**src/rtl/core/rla_pkg.sv**
```systemverilog
// ----------------------------------------------------------------------------
// rla_pkg
// Shared types and codes for the ring label allocator: request actions,
// slot states, result status codes, number forms and the emit record.
// ----------------------------------------------------------------------------
package rla_pkg;

   // request actions
   localparam logic [1:0] ACT_CLEAR     = 2'd0;
   localparam logic [1:0] ACT_OPEN      = 2'd1;
   localparam logic [1:0] ACT_CLOSE_ALL = 2'd2;
   localparam logic [1:0] ACT_CLOSE_ONE = 2'd3;

   // slot states held in the table
   localparam logic [1:0] SLOT_FREE    = 2'd0;
   localparam logic [1:0] SLOT_OPEN    = 2'd1;
   localparam logic [1:0] SLOT_RETIRED = 2'd2;

   // result status
   localparam logic [1:0] STAT_OK        = 2'd0;
   localparam logic [1:0] STAT_FULL      = 2'd1;
   localparam logic [1:0] STAT_NO_PAIR   = 2'd2;
   localparam logic [1:0] STAT_NO_CLOSE  = 2'd3;

   // number forms
   localparam logic [1:0] FORM_DIGIT   = 2'd0;
   localparam logic [1:0] FORM_PERCENT = 2'd1;
   localparam logic [1:0] FORM_PAREN   = 2'd2;

   // configuration register indexes
   localparam int unsigned CSR_IDX_W = 1;
   localparam logic [CSR_IDX_W-1:0] CSR_REUSE  = 1'd0;
   localparam logic [CSR_IDX_W-1:0] CSR_OFFSET = 1'd1;

   // label widths: a slot label (slot + 1) fits in 11 bits for up to 1024 slots
   localparam int unsigned LABEL_W     = 10;
   localparam int unsigned LBL_SUM_W   = 11;
   localparam int unsigned BOND_W      = 3;
   localparam logic [LABEL_W-1:0] LABEL_MAX = 10'd1023;
   localparam logic [LABEL_W-1:0] ONE_DIGIT_LIMIT = 10'd10;
   localparam logic [LABEL_W-1:0] TWO_DIGIT_LIMIT = 10'd100;

   typedef enum logic [1:0] {
      ST_IDLE,
      ST_SWEEP,
      ST_SCAN
   } eng_state_type;

   // one result on its way from the scan engine to the output register
   typedef struct packed {
      logic                 vld;
      logic [LBL_SUM_W-1:0] label_base;
      logic [BOND_W-1:0]    bond;
      logic                 opening;
      logic [1:0]           status;
      logic                 last;
   } emit_type;

endpackage

```
**src/rtl/core/ring_label_allocator.sv**
```systemverilog
// ----------------------------------------------------------------------------
// ring_label_allocator
// Ring-closure label allocator: opens rings in the lowest free slot, closes
// them by atom or by atom pair, and frees or retires the slots it closes.
// ----------------------------------------------------------------------------
// Throughput: one request at a time, set by the scan over the slot table RAM,
//   one slot per cycle unless the output register stalls; an open or a pair
//   close ends early at the first hit, and a clear sweeps the whole table.
// Reset: synchronous; a clearing sweep follows reset, during which req_stall
//   stays high. Configuration writes are taken at any time.
// ----------------------------------------------------------------------------
module ring_label_allocator #(
   parameter int unsigned SLOTS     = 64,
   parameter int unsigned ATOM_BITS = 16
) (
   input  logic                                clock,
   input  logic                                reset,
   // configuration
   input  logic                                csr_write,
   input  logic [rla_pkg::CSR_IDX_W-1:0]       csr_index,
   input  logic [rla_pkg::LABEL_W-1:0]         csr_wdata,
   // requests
   input  logic                                req_valid,
   output logic                                req_stall,
   input  logic [1:0]                          req_action,
   input  logic [ATOM_BITS-1:0]                req_atom,
   input  logic [ATOM_BITS-1:0]                req_other_atom,
   input  logic [rla_pkg::BOND_W-1:0]          req_bond_code,
   // results
   output logic                                rsp_valid,
   input  logic                                rsp_stall,
   output logic [rla_pkg::LABEL_W-1:0]         rsp_ring_label,
   output logic [1:0]                          rsp_number_form,
   output logic [rla_pkg::BOND_W-1:0]          rsp_closing_bond,
   output logic                                rsp_is_opening,
   output logic [1:0]                          rsp_status,
   output logic                                rsp_last
);
   import rla_pkg::*;

   // configuration registers
   logic                reuse_ff, reuse_in;
   logic [LABEL_W-1:0]  offset_ff, offset_in;

   // scan engine to output register
   emit_type            emit;
   logic                emit_ready;

   // decode a register write; a write to an unknown index is dropped
   always_comb begin
      reuse_in  = reuse_ff;
      offset_in = offset_ff;
      if (csr_write) begin
         unique case (csr_index)
            CSR_REUSE:  reuse_in  = csr_wdata[0];
            CSR_OFFSET: offset_in = csr_wdata;
            default: begin
               reuse_in  = reuse_ff;
               offset_in = offset_ff;
            end
         endcase
      end
   end

   always_ff @(posedge clock) begin
      if (reset) begin
         reuse_ff  <= 1'b1;
         offset_ff <= '0;
      end else begin
         reuse_ff  <= reuse_in;
         offset_ff <= offset_in;
      end
   end

   // slot table and scan: one slot read per cycle unless the result is held back
   // by a stall, read-modify-write on a hit. Close-all holds back each closure
   // until the next one (or the end of the table) shows whether it is the last.
   rla_engine #(
      .SLOTS     (SLOTS),
      .ATOM_BITS (ATOM_BITS)
   ) u_engine (
      .clock          (clock),
      .reset          (reset),
      .req_valid      (req_valid),
      .req_stall      (req_stall),
      .req_action     (req_action),
      .req_atom       (req_atom),
      .req_other_atom (req_other_atom),
      .req_bond_code  (req_bond_code),
      .reuse_numbers  (reuse_ff),
      .emit           (emit),
      .emit_ready     (emit_ready)
   );

   // output register: offset, saturation and digit form, then hold under stall
   rla_result u_result (
      .clock            (clock),
      .reset            (reset),
      .emit             (emit),
      .emit_ready       (emit_ready),
      .label_offset     (offset_ff),
      .rsp_valid        (rsp_valid),
      .rsp_stall        (rsp_stall),
      .rsp_ring_label   (rsp_ring_label),
      .rsp_number_form  (rsp_number_form),
      .rsp_closing_bond (rsp_closing_bond),
      .rsp_is_opening   (rsp_is_opening),
      .rsp_status       (rsp_status),
      .rsp_last         (rsp_last)
   );

endmodule

```
**src/rtl/core/rla_ram.sv**
```systemverilog
// ----------------------------------------------------------------------------
// rla_ram
// Generic single-port-write, single-port-read RAM with registered read data.
// ----------------------------------------------------------------------------
module rla_ram #(
   parameter int unsigned WIDTH = 8,
   parameter int unsigned DEPTH = 64
) (
   input  logic                     clock,
   input  logic                     wr_en,
   input  logic [$clog2(DEPTH)-1:0] wr_addr,
   input  logic [WIDTH-1:0]         wr_data,
   input  logic [$clog2(DEPTH)-1:0] rd_addr,
   output logic [WIDTH-1:0]         rd_data
);

   logic [WIDTH-1:0] mem_ff [DEPTH];
   logic [WIDTH-1:0] rd_data_ff;

   always_ff @(posedge clock) begin
      if (wr_en) begin
         mem_ff[wr_addr] <= wr_data;
      end
      rd_data_ff <= mem_ff[rd_addr];
   end

   assign rd_data = rd_data_ff;

endmodule

```
**src/rtl/core/rla_result.sv**
```systemverilog
// ----------------------------------------------------------------------------
// rla_result
// Output register: adds the label offset, saturates, classifies the number
// form and holds the request result until the receiver takes it.
// ----------------------------------------------------------------------------
module rla_result (
   input  logic                          clock,
   input  logic                          reset,
   input  rla_pkg::emit_type             emit,
   output logic                          emit_ready,
   input  logic [rla_pkg::LABEL_W-1:0]   label_offset,
   output logic                          rsp_valid,
   input  logic                          rsp_stall,
   output logic [rla_pkg::LABEL_W-1:0]   rsp_ring_label,
   output logic [1:0]                    rsp_number_form,
   output logic [rla_pkg::BOND_W-1:0]    rsp_closing_bond,
   output logic                          rsp_is_opening,
   output logic [1:0]                    rsp_status,
   output logic                          rsp_last
);
   import rla_pkg::*;

   logic                 valid_ff, valid_in;
   logic [LABEL_W-1:0]   label_ff, label_in;
   logic [1:0]           form_ff, form_in;
   logic [BOND_W-1:0]    bond_ff, bond_in;
   logic                 opening_ff;
   logic [1:0]           status_ff;
   logic                 last_ff;
   logic [LBL_SUM_W-1:0] sum;

   assign emit_ready = !valid_ff || !rsp_stall;

   always_comb begin
      sum      = emit.label_base + LBL_SUM_W'(label_offset);
      label_in = '0;
      form_in  = FORM_DIGIT;
      bond_in  = '0;
      if (emit.status == STAT_OK) begin
         label_in = (sum > LBL_SUM_W'(LABEL_MAX)) ? LABEL_MAX : sum[LABEL_W-1:0];
         bond_in  = emit.bond;
         if (label_in < ONE_DIGIT_LIMIT) begin
            form_in = FORM_DIGIT;
         end else if (label_in < TWO_DIGIT_LIMIT) begin
            form_in = FORM_PERCENT;
         end else begin
            form_in = FORM_PAREN;
         end
      end
      valid_in = emit.vld || (valid_ff && rsp_stall);
   end

   always_ff @(posedge clock) begin
      if (reset) begin
         valid_ff <= 1'b0;
      end else begin
         valid_ff <= valid_in;
      end
   end

   always_ff @(posedge clock) begin
      if (emit.vld) begin
         label_ff   <= label_in;
         form_ff    <= form_in;
         bond_ff    <= bond_in;
         opening_ff <= emit.opening;
         status_ff  <= emit.status;
         last_ff    <= emit.last;
      end
   end

   assign rsp_valid        = valid_ff;
   assign rsp_ring_label   = label_ff;
   assign rsp_number_form  = form_ff;
   assign rsp_closing_bond = bond_ff;
   assign rsp_is_opening   = opening_ff;
   assign rsp_status       = status_ff;
   assign rsp_last         = last_ff;

endmodule

```
**src/rtl/core/rla_engine.sv**
```systemverilog
// ----------------------------------------------------------------------------
// rla_engine
// Slot table and scan sequencer: sweeps the table free, and scans it one
// slot a cycle (held while a result is stalled) to open, close by atom or close by pair.
// ----------------------------------------------------------------------------
module rla_engine #(
   parameter int unsigned SLOTS     = 64,
   parameter int unsigned ATOM_BITS = 16
) (
   input  logic                       clock,
   input  logic                       reset,
   input  logic                       req_valid,
   output logic                       req_stall,
   input  logic [1:0]                 req_action,
   input  logic [ATOM_BITS-1:0]       req_atom,
   input  logic [ATOM_BITS-1:0]       req_other_atom,
   input  logic [rla_pkg::BOND_W-1:0] req_bond_code,
   input  logic                       reuse_numbers,
   output rla_pkg::emit_type          emit,
   input  logic                       emit_ready
);
   import rla_pkg::*;

   localparam int unsigned IDX_W  = $clog2(SLOTS);
   localparam int unsigned CNT_W  = IDX_W + 1;
   localparam int unsigned WORD_W = 2 * ATOM_BITS + BOND_W + 2;
   localparam logic [CNT_W-1:0] SCAN_END  = CNT_W'(SLOTS);
   localparam logic [CNT_W-1:0] SWEEP_END = CNT_W'(SLOTS - 1);

   eng_state_type state_ff, state_in;
   logic [1:0]           op_ff;
   logic [ATOM_BITS-1:0] atom_ff, other_ff;
   logic [BOND_W-1:0]    bond_ff;
   logic [CNT_W-1:0]     scan_ff;
   logic [IDX_W-1:0]     cur_ff;
   logic                 cur_vld_ff;
   logic                 pend_vld_ff;
   logic [LBL_SUM_W-1:0] pend_label_ff;
   logic [BOND_W-1:0]    pend_bond_ff;

   logic                 accept;
   logic [IDX_W-1:0]     rd_addr, wr_addr;
   logic                 wr_en;
   logic [WORD_W-1:0]    rd_data, wr_data;
   logic [ATOM_BITS-1:0] rec_close, rec_open;
   logic [BOND_W-1:0]    rec_bond;
   logic [1:0]           rec_status;
   logic [LBL_SUM_W-1:0] cur_label;
   logic                 hit, need_emit, hold, consume, done_hit, at_end, finish, issue;

   rla_ram #(
      .WIDTH (WORD_W),
      .DEPTH (SLOTS)
   ) u_table (
      .clock   (clock),
      .wr_en   (wr_en),
      .wr_addr (wr_addr),
      .wr_data (wr_data),
      .rd_addr (rd_addr),
      .rd_data (rd_data)
   );

   // word layout: status, bond, opening atom, closing atom
   assign rec_close  = rd_data[ATOM_BITS-1:0];
   assign rec_open   = rd_data[2*ATOM_BITS-1:ATOM_BITS];
   assign rec_bond   = rd_data[2*ATOM_BITS+BOND_W-1:2*ATOM_BITS];
   assign rec_status = rd_data[WORD_W-1:WORD_W-2];
   assign cur_label  = LBL_SUM_W'(cur_ff) + LBL_SUM_W'(1);

   assign req_stall = (state_ff != ST_IDLE);
   assign accept    = req_valid && !req_stall;

   // outputs and datapath control
   always_comb begin
      hit = 1'b0;
      unique case (op_ff)
         ACT_OPEN:      hit = (rec_status == SLOT_FREE);
         ACT_CLOSE_ALL: hit = (rec_status == SLOT_OPEN) && (rec_close == atom_ff);
         ACT_CLOSE_ONE: hit = (rec_status == SLOT_OPEN) && (rec_close == atom_ff)
                              && (rec_open == other_ff);
         default:       hit = 1'b0;
      endcase
      need_emit = (op_ff == ACT_CLOSE_ALL) ? pend_vld_ff : 1'b1;
      hold      = (state_ff == ST_SCAN) && cur_vld_ff && hit && need_emit && !emit_ready;
      consume   = (state_ff == ST_SCAN) && cur_vld_ff && !hold;
      done_hit  = consume && hit && (op_ff != ACT_CLOSE_ALL);
      at_end    = (state_ff == ST_SCAN) && !cur_vld_ff && (scan_ff == SCAN_END);
      finish    = at_end && emit_ready;
      issue     = (state_ff == ST_SCAN) && !hold && !done_hit && (scan_ff != SCAN_END);

      rd_addr = hold ? cur_ff : scan_ff[IDX_W-1:0];

      wr_en   = 1'b0;
      wr_addr = cur_ff;
      wr_data = {SLOT_FREE, BOND_W'(0), {(2 * ATOM_BITS){1'b0}}};
      if (state_ff == ST_SWEEP) begin
         wr_en   = 1'b1;
         wr_addr = scan_ff[IDX_W-1:0];
      end else if (consume && hit) begin
         wr_en = 1'b1;
         if (op_ff == ACT_OPEN) begin
            wr_data = {SLOT_OPEN, bond_ff, atom_ff, other_ff};
         end else begin
            wr_data = {(reuse_numbers ? SLOT_FREE : SLOT_RETIRED), rec_bond,
                       rec_open, rec_close};
         end
      end

      emit            = '0;
      emit.status     = STAT_OK;
      emit.opening    = (op_ff == ACT_OPEN);
      emit.last       = 1'b1;
      if (consume && hit) begin
         if (op_ff == ACT_OPEN) begin
            emit.vld        = 1'b1;
            emit.label_base = cur_label;
         end else if (op_ff == ACT_CLOSE_ONE) begin
            emit.vld        = 1'b1;
            emit.label_base = cur_label;
            emit.bond       = rec_bond;
         end else begin
            // flush the previous closure, more follow
            emit.vld        = pend_vld_ff;
            emit.label_base = pend_label_ff;
            emit.bond       = pend_bond_ff;
            emit.last       = 1'b0;
         end
      end else if (finish) begin
         emit.vld = 1'b1;
         unique case (op_ff)
            ACT_OPEN:      emit.status = STAT_FULL;
            ACT_CLOSE_ONE: emit.status = STAT_NO_PAIR;
            ACT_CLOSE_ALL: begin
               if (pend_vld_ff) begin
                  emit.label_base = pend_label_ff;
                  emit.bond       = pend_bond_ff;
               end else begin
                  emit.status = STAT_NO_CLOSE;
               end
            end
            default:       emit.vld = 1'b0;
         endcase
      end
   end

   // next state
   always_comb begin
      state_in = state_ff;
      unique case (state_ff)
         ST_IDLE: begin
            if (accept) begin
               state_in = (req_action == ACT_CLEAR) ? ST_SWEEP : ST_SCAN;
            end
         end
         ST_SWEEP: begin
            if (scan_ff == SWEEP_END) begin
               state_in = ST_IDLE;
            end
         end
         ST_SCAN: begin
            if (done_hit || finish) begin
               state_in = ST_IDLE;
            end
         end
         default: state_in = ST_IDLE;
      endcase
   end

   always_ff @(posedge clock) begin
      if (reset) begin
         state_ff    <= ST_SWEEP;
         scan_ff     <= '0;
         cur_vld_ff  <= 1'b0;
         pend_vld_ff <= 1'b0;
      end else begin
         state_ff <= state_in;
         if (accept) begin
            scan_ff     <= '0;
            cur_vld_ff  <= 1'b0;
            pend_vld_ff <= 1'b0;
         end else if (state_ff == ST_SWEEP) begin
            scan_ff <= scan_ff + CNT_W'(1);
         end else if (issue) begin
            scan_ff    <= scan_ff + CNT_W'(1);
            cur_vld_ff <= 1'b1;
         end else if (!hold) begin
            cur_vld_ff <= 1'b0;
         end
         if (consume && hit && (op_ff == ACT_CLOSE_ALL)) begin
            pend_vld_ff <= 1'b1;
         end
      end
   end

   always_ff @(posedge clock) begin
      if (accept) begin
         op_ff    <= req_action;
         atom_ff  <= req_atom;
         other_ff <= req_other_atom;
         bond_ff  <= req_bond_code;
      end
      if (issue) begin
         cur_ff <= scan_ff[IDX_W-1:0];
      end
      if (consume && hit && (op_ff == ACT_CLOSE_ALL)) begin
         pend_label_ff <= cur_label;
         pend_bond_ff  <= rec_bond;
      end
   end

endmodule

```
**config.mk**
```make
export PLATFORM = sky130hd
export DESIGN_NAME = ring_label_allocator
export DESIGN_NICKNAME = d
export VERILOG_FILES = /design/src/rtl/core/rla_pkg.sv /design/src/rtl/core/ring_label_allocator.sv /design/src/rtl/core/rla_ram.sv /design/src/rtl/core/rla_result.sv /design/src/rtl/core/rla_engine.sv
export SDC_FILE = /design/constraint.sdc
export NUM_CORES = 2
export LEC_CHECK = 0
export BUFFER_PORTS_ARGS = -buffer_cell sky130_fd_sc_hd__clkbuf_2
export CAP_MARGIN = 20
export CORE_UTILIZATION = 40
export DETAILED_ROUTE_END_ITERATION = 8
export SLEW_MARGIN = 40
export SYNTH_ARGS = -nofsm -noshare
export SYNTH_HDL_FRONTEND = slang
export SYNTH_SLANG_ARGS = --single-unit
```
**constraint.sdc**
```tcl
create_clock -name clock -period 6.5 [get_ports clock]
set_input_delay 1.3 -clock clock [delete_from_list [all_inputs] [get_ports clock]]
set_output_delay 1.3 -clock clock [all_outputs]
set_load 0.005 [all_outputs]
```
==> flow_summary.ini <==
[status]
outcome = finished, final reports clean

[clock_network]
root_buffer = clkbuf_16
cts_tree = yes
clock_sinks = 2500
clk_path_buf_depth = 3
clk_latency_ns = 0.90
ctsResizeCount = 0
cts_inserted_buffers = 239
holdBufCountCts = 0
htree_levels = 4
clk_pin_slew_ns = 0.06
post_cts_buffers = 0

[die]
die-width_um = 499
boundaryPins = 74
start_util_pct = 40.2
rows = 182
die-area_sq_um = 249000
die_h_um = 499
core_sq_um = 246000

[finish]
multi_input_area_sq_um = 23200
layoutNonFillerInstCount = 10400
final_cell_mix = edfxtp_1 (2,440), nand2_1 (1,338), a21oi_1 (418)
areaGrowthSynthToFinish_pct = 15.0
layout.nets = 7069
fill_cells = 21100
drive_gt1_share_pct = 13.3
regArea_sq_um = 74500
final_util_pct = 46.2
final_common_cell = edfxtp_1
finish.instance_area_sq_um = 114000

[routing]
drt_iter0_drc = 9294
drt_wl_total_um = 324000
vias = 63700
drc_errors = 0
avgRoutedWirePerCell_um = 31.1
drtPass1Iterations = 8
via_per_inst = 6.11
ant_nets = 0

[logic_synthesis]
muxShareOfSynthArea_pct = 3.10
async_flop_share_pct = 0
synth-simple-area-share_pct = 8.92
synthXorXnorAreaFrac_pct = 0.390
syn_area_sq_um = 98900
seq_area_frac_synth_pct = 75.3
synth_seq_cells = 2500
synth_edf_count = 2440
synth_ff_type = edfxtp_1
synth_compound_area_share_pct = 9.69
yosys.area.top_type_share_pct = 74.1
synth_largest_area_cell = edfxtp_1
synth_warnings = 0
synthesis.nets = 6857
synthAdderAreaFrac_pct = 0.147
synth_cell_types = 91
synth.area.top_cells = edfxtp_1 (74%), nand2_1 (5.1%), mux2i_1 (3.0%)
avgSynthCellArea_sq_um = 14.6
synth_top_family_by_area = compound AO/OA/AOI/OAI gates
synth_cells = 6793

[power]
totalPowerFinal_mw = 33.9
ir_worst_vdd_mv = 0.320
p_leak_nw = 37.9
powerDensity_nw_per_um2 = 298

[min_path]
whs_path_depth = 2
hp-class = flip-flop to flip-flop

[timing]
rsz0062_at_grt = no
setup_viol = 0
maxClockFrequency_mhz = 183
fin_crit_ns = 5.48
timing.slew.headroom_pct = 33.6
period_share_pct = 84.3
drv_slew = 0
hold_violations = 0
timing.final.ws_setup_ns = 1.02
final.setup.tns_ns = 0
worst_slew_pin_slew_ns = 0.987
clock_skew_ns = 0.0367
finalHoldWorstSlack_ns = 0.471

[worst_setup_path]
cp-end-kind = flip-flop
crit_required_ns = 7.13
startpoint_type = flip-flop
crit_arrival_ns = 6.11
reg2reg_depth = 24
critical_path_class = flip-flop to flip-flop
critPathMaxFanout = 13

[grt]
grt_util_met3_pct = 6.23
grt_max_degree = 96
grtUsageMet2_pct = 38.7
grt_overflow = 0
gr-usage-all-layers_pct = 25.5
grt_pass1_wl_um = 453000
globalRouteMet1Util_pct = 35.4
antenna_found_initial = 20
grt_pass1_vias = 59500
grt_most_used_layer = met2

[placement]
dp_hpwl_um = 193000
placed_area_sq_um = 106000
port_buffers = 73
place_ws_ns = 0.610
place.gp.congestion = 0.915
placed_cells = 9980

[job]
cap_violations = 0
==> flip-flops by register name, indices dropped and copies added, names as in the netlist, 2 cells and up <==
name / count
u_result.rsp_number_form: 2
u_result.rsp_closing_bond: 3
u_result.rsp_ring_label: 10
u_result.rsp_status: 2
u_engine.bond_ff: 3
u_engine.scan_ff: 7
u_engine.other_ff: 16
u_engine.state_ff: 2
u_engine.op_ff: 2
u_engine.pend_bond_ff: 3
u_engine.pend_label_ff: 7
u_engine.cur_ff: 6
u_engine.u_table.mem_ff: 2368
u_engine.atom_ff: 16
u_engine.u_table.rd_data: 37
offset_ff: 10
==> worst max-delay path, stage by stage, from the launching register on <==
cell	delay (ns)
dfxtp_1	0.70
xor2_1	0.15
nor4_2	0.25
nand2_1	0.10
o31ai_1	0.21
a31oi_1	0.13
or2_4	0.40
nor2_1	0.13
buf_4	0.18
inv_1	0.06
o21ai_0	0.20
ha_1	0.22
inv_1	0.06
fa_1	0.42
nor2b_1	0.11
o21ai_0	0.10
a21boi_0	0.25
o21ai_0	0.14
a21boi_0	0.32
o21a_1	0.22
nand3_1	0.19
o21a_1	0.20
a311oi_1	0.23
or4_1	0.16
a311oi_1	0.04
==> kinds of logic (layout without fill, tap and decap cells) <==
logic type | after synthesis | count (layout)
muxes | 302 | 302
xor gates and xnor gates | 44 | 44
AOI/OAI and AO/OA | 1431 | 1431
adders and majority gates | 11 | 11
buffers and inverters | 486 | 900
other | 0 | 2
DFF | 2500 | 2500
and+or+nand+nor | 2019 | 2019
==> metal layers <==
metal	up-vias	share of wire [%]	wire length (um)
li1	26600	-	-
met1	32400	39	128000
met2	4073	45	146000
met3	555	12	38800
met4	12	3.6	11600
met5	-	0.023	76
==> final cells by class <==
cell class	instances	area share, %
clock buffers	318	5.72
diodes	2	0.00440
inverters	25	0.0825
multi-input cells	3807	20.4
flip-flops and latches	2500	65.5
well taps	3220	3.54
repair buffers	432	3.66
clock inverters	125	1.07
==> cells in the mapped netlist, drive strengths merged, types with 60 or more instances <==
| master | n |
|---|---|
| a211oi | 174 |
| dfxtp | 60 |
| nor2 | 123 |
| a31oi | 95 |
| o22ai | 90 |
| and3 | 185 |
| nand2 | 1343 |
| clkbuf | 158 |
| edfxtp | 2440 |
| a311oi | 132 |
| o21ai | 159 |
| a21oi | 457 |
| nand3 | 210 |
| nor4 | 73 |
| mux2i | 295 |
| buf | 303 |
==> power by group <==
| group | switching [mW] | total, mW | internal [mW] |
|---|---|---|---|
| clock network | 6.12 | 13.8 | 7.70 |
| logic | 1.66 | 2.37 | 0.710 |
| registers | 0.155 | 17.7 | 17.6 |
==> final timing paths <==
kind	from	slack [ns]	to
worst max register to register	u_engine.u_table.rd_data[18]	1.02	u_result.rsp_number_form[0]
worst min-delay path	offset_ff[6]	0.47	offset_ff[6]
worst max-delay path	u_engine.u_table.rd_data[18]	1.02	u_result.rsp_number_form[0]
worst min register to register	offset_ff[6]	0.47	offset_ff[6]
(Power assumes the default switching activity.)
